==> src/design/farthest_insertion_tour_builder_macros.svh <==
// Assertion macros for the farthest insertion tour builder.
// Used by fitb_back, which checks its own control logic; needs clk and rst_n in scope.
`ifndef FARTHEST_INSERTION_TOUR_BUILDER_MACROS_SVH
`define FARTHEST_INSERTION_TOUR_BUILDER_MACROS_SVH
`ifndef NO_ASSERTIONS
`define FITB_ASSERT_IMP(label, ante, cons, msg) \
  label: assert property (@(posedge clk) disable iff (!rst_n) (ante) |-> (cons)) else $error(msg);
`define FITB_ASSERT_NEXT(label, ante, cons, msg) \
  label: assert property (@(posedge clk) disable iff (!rst_n) (ante) |=> (cons)) else $error(msg);
`else
`define FITB_ASSERT_IMP(label, ante, cons, msg)
`define FITB_ASSERT_NEXT(label, ante, cons, msg)
`endif
`endif

==> src/design/fitb_pkg.sv <==
// Shared types and constants for the farthest insertion tour builder.
// No dependencies.
package fitb_pkg;

  localparam int QDEPTH = 4;
  localparam int QAW    = $clog2(QDEPTH);

  typedef struct packed {
    logic [15:0] x_coord;
    logic [15:0] y_coord;
    logic        last_point;
  } in_item_t;

  typedef struct packed {
    logic [4:0] city_index;
    logic       last_in_tour;
  } out_item_t;

  typedef enum logic {
    CMD_POINT = 1'b0,
    CMD_BUILD = 1'b1
  } cmd_kind_t;

  typedef struct packed {
    cmd_kind_t kind;
    in_item_t  item;
  } cmd_t;

  typedef struct packed {
    logic valid;
    cmd_t cmd;
  } q_head_t;

endpackage

==> src/design/fitb_front.sv <==
// Front end: takes input transfers, classifies them and queues them for the builder.
// Depends on fitb_pkg.
module fitb_front (
  input  logic               clk,
  input  logic               rst_n,
  input  logic               start,
  output logic               busy,
  input  fitb_pkg::in_item_t in_item,
  input  logic               q_pop,
  output fitb_pkg::q_head_t  q_head
);

  fitb_pkg::cmd_t            q_mem [fitb_pkg::QDEPTH];
  logic [fitb_pkg::QAW-1:0]  wp_r, rp_r;
  logic [fitb_pkg::QAW:0]    cnt_r;
  logic                      push;
  fitb_pkg::cmd_t            cmd_in;

  assign busy = (cnt_r == (fitb_pkg::QAW+1)'(fitb_pkg::QDEPTH));
  assign push = start && !busy;

  always_comb begin
    cmd_in.item = in_item;
    cmd_in.kind = in_item.last_point ? fitb_pkg::CMD_BUILD : fitb_pkg::CMD_POINT;
  end

  always_ff @(posedge clk) begin
    if (push) begin
      q_mem[wp_r] <= cmd_in;
    end
  end

  always_ff @(posedge clk) begin
    if (!rst_n) begin
      wp_r  <= '0;
      rp_r  <= '0;
      cnt_r <= '0;
    end else begin
      if (push) begin
        wp_r <= wp_r + 1'b1;
      end
      if (q_pop) begin
        rp_r <= rp_r + 1'b1;
      end
      if (push && !q_pop) begin
        cnt_r <= cnt_r + 1'b1;
      end else if (!push && q_pop) begin
        cnt_r <= cnt_r - 1'b1;
      end
    end
  end

  assign q_head.valid = (cnt_r != '0);
  assign q_head.cmd   = q_mem[rp_r];

endmodule

==> config.mk <==
export PLATFORM = sky130hd
export DESIGN_NAME = fitb_front
export DESIGN_NICKNAME = d
export VERILOG_FILES = /design/src/design/farthest_insertion_tour_builder_macros.svh /design/src/design/fitb_pkg.sv /design/src/design/fitb_front.sv
export SDC_FILE = /design/constraint.sdc
export NUM_CORES = 1
export LEC_CHECK = 0
export ABC_AREA = 1
export CAP_MARGIN = 20
export CORE_MARGIN = 8
export CORE_UTILIZATION = 67
export DETAILED_ROUTE_END_ITERATION = 6
export DONT_BUFFER_PORTS = 1
export GPL_TIMING_DRIVEN = 0
export PLACE_DENSITY = 0.8
export SLEW_MARGIN = 20
export SYNTH_ARGS = -nofsm -noshare
export SYNTH_HDL_FRONTEND = slang
export SYNTH_SLANG_ARGS = --single-unit
==> constraint.sdc <==
create_clock -name clk -period 4.5 [get_ports clk]
set_input_delay 0.225 -clock clk [delete_from_list [all_inputs] [get_ports clk]]
set_output_delay 0.225 -clock clk [all_outputs]
set_load 0.005 [all_outputs]
==> results by group <==
STA
  – RSZ-0062 raised after global routing: false
  – Final TNS setup: 0 ns
  – Final min period: 2.28 ns
  – Relative slew slack: 55.9%
  – Hold Vio Cnt, Final: 0
  – Slew Limit Fails: 0
  – Clock Skew: 0.0152 ns
  – # setup viols final: 0
  – WHS: 0.0916 ns
  – Slew @ Worst Pin: 0.660 ns
  – Fmax: 0.438 GHz
  – Period utilization: 50.7%

Yosys
  – Synth warnings: 0
  – Post-synthesis register bit count: 141
  – Syn Std Cell Area: 5400 µm²
  – Register area share after synthesis: 76.8%
  – Synth unique cells: 21
  – Syn_area_per_cell: 14.1 µm²
  – Net Count, Synth: 427
  – Post-Synthesis Cells: 384

Power
  – Leak pwr: 2.32 nW
  – P_sw: 787 µW
  – Clock power share: 42.2%
  – PwrDens: 496 nW/µm²
  – Internal power: 2.51 mW
  – Combinational power share: 10.3%
  – Seq pwr share: 47.5%
  – Sw frac: 23.9%
  – Peak VDD IR: 402 µV

Setup path
  – Critical path cell sequence: inv_1, nand3_1, nand2_1, inv_1, ha_1, inv_1, fa_1, inv_1, nand2_1, nand4_1, nand2_1, nor2_1
  – Crit end category: flop
  – Arrival time worst endpoint: 2.73 ns
  – Setup CP Type: reg -> reg
  – Most common cell on crit path: inv_1
  – Req. time, crit path: 4.94 ns
  – Critical path's largest stage delay: 0.37 ns
  – Top fanout value on the critical path: 6
  – R2R Setup Slk: 2.22 ns
  – Worst Setup Start Kind: flop
  – Slowest CP cell: fa_1

Floorplan
  – Die H: 106 µm
  – Row count: 32
  – Die width: 106 µm
  – Core area: 7770 µm²
  – Ports: 73
  – Initial Util: 69.5%
  – Overall die area: 11200 µm²

Routing
  – DR vias/cell: 6.14
  – Wire per inst: 22.0 µm
  – Violation count after the first detailed-routing iteration: 322
  – WL final: 12300 µm
  – DRT Pass-1 Iters: 5
  – Detailed-route DRC error count: 0
  – Via count: 3440
  – Antenna-violating nets left: 0

Place
  – I/O Buffers: 0
  – DP HPWL: 6790 µm
  – Placer Congestion: 0.719
  – Placed cell area: 5660 µm²

Clocking
  – Clk Latency, worst-skew pair: 0.51 ns
  – CTS Root Cell: clkbuf_8
  – CTS tree: built
  – Clock sink total: 141
  – Clk slew on worst S/H paths: 0.06 ns
  – Clock tree buffer depth: 2
  – H-tree levels: 4
  – Total CTS buffers: 17

Global route
  – Total GRT Usage: 22.7%
  – Global-route wire length before repair: 19200 µm
  – Total grt overflow: 0
  – Largest net degree at the start of global routing: 24
  – Vias in the first global route: 3576
  – Antenna violations before repair: 0

Cells and area
  – Layout cells sized above 1: 13.3%
  – Most frequent cells in the layout: 132 x edfxtp_1, 71 x nor2_1, 52 x o21ai_0
  – Area growth from synthesis to layout: 22.9%
  – Nets: 488
  – Most common library cell in the layout ignoring fill and taps: edfxtp_1
  – Design area: 6640 µm²
  – Diodes inserted: 0

Run
  – Maxcap violations: 0

Min path
  – HP Class: in -> reg

Run status
  – Status: finished, final reports clean
-- registers in the layout, indices dropped and copies added, names as in the netlist, named ones only --
name / flops
q_mem: 132
rp_r: 2
cnt_r: 3
wp_r: 2
-- final timing paths --
path             from        to  cells after the start
max reg2reg  cnt_r[0]  cnt_r[2]                     12
min reg2reg   rp_r[1]      flop                      1
max          cnt_r[0]  cnt_r[2]                     12
min             q_pop  cnt_r[0]                      3
-- worst max-delay path, delay by kind of cell, from the launching register on --
kind,cells,cell delay (ns)
adder cells (fa/ha/maj),2,0.56
buffers and inverters,4,0.37
flip-flops,1,0.36
AND/OR/NAND/NOR,6,0.92
-- per-stage QoR --
step | total power, mW | setup WS, ns | util (%) | std cells
3_3_place_gp | 1.84 | 0.824 | 71.1 | 486
2_1_floorplan | 1.77 | 1.95 | - | 384
5_1_grt | 3.40 | 2.05 | 85.4 | 560
6_report | 3.29 | 2.22 | 85.4 | 560
4_1_cts | 3.29 | 2.26 | 85.4 | 560
3_5_place_dp | 1.88 | 2.35 | 72.8 | 490
-- cell type report --
type | count | area (µm²)
clock buffers | 17 | 414
flip-flops and latches | 141 | 4140
clock inverters | 15 | 184
multi-input cells | 203 | 1040
fillers | 348 | 1130
inverters | 19 | 71.3
well taps | 102 | 128
repair buffers | 42 | 483
plain buffers | 21 | 173
-- power groups by stage --
| stage | sequential (mW) | combinational [mW] | clock (mW) |
|---|---|---|---|
| 2_1_floorplan | 1.58 | 0.187 | 0 |
| 3_3_place_gp | 1.59 | 0.252 | 0 |
| 3_5_place_dp | 1.59 | 0.290 | 0 |
| 4_1_cts | 1.56 | 0.336 | 1.39 |
| 5_1_grt | 1.57 | 0.372 | 1.45 |
| 6_report | 1.56 | 0.339 | 1.39 |
-- per-layer routing --
metal | share of wire, % | GRT usage, %
met2 | 53 | 39.4
met3 | 9.1 | 6.88
met5 | 0 | 0
met4 | 1.6 | 7.84
met1 | 36 | 26.1
-- synth_stat cells, drive strengths merged --
master	n	area, µm²
fa	1	20.0
a21oi	5	25.0
buf	18	159
o21ai	70	350
nand4	1	6.26
edfxtp	132	3960
nand3	4	20.0
inv	19	71.3
nor2	75	282
nand3b	1	7.51
ha	5	62.6
dfxtp	9	180
o22ai	33	206
nand2	8	30.0
clkbuf	3	13.8
-- what timing repair did --
action	4_1_cts	5_1_grt
hold buffers	38	0
buffers inserted	0	0
endpoints found under the hold margin	141	0
gates resized for setup	0	0
-- logic make-up (layout without fill, tap and decap cells) --
logic type,after synthesis,count (layout),share of synthesized area [%]
AND/OR/NAND/NOR,89,89,6.40
AO/OA/AOI/OAI,108,108,10.8
flip-flops,141,141,76.8
adder cells (fa/ha/maj),6,6,1.53
buffers and inverters,40,114,4.52
Note: power is estimated with default switching activity, not from simulation.
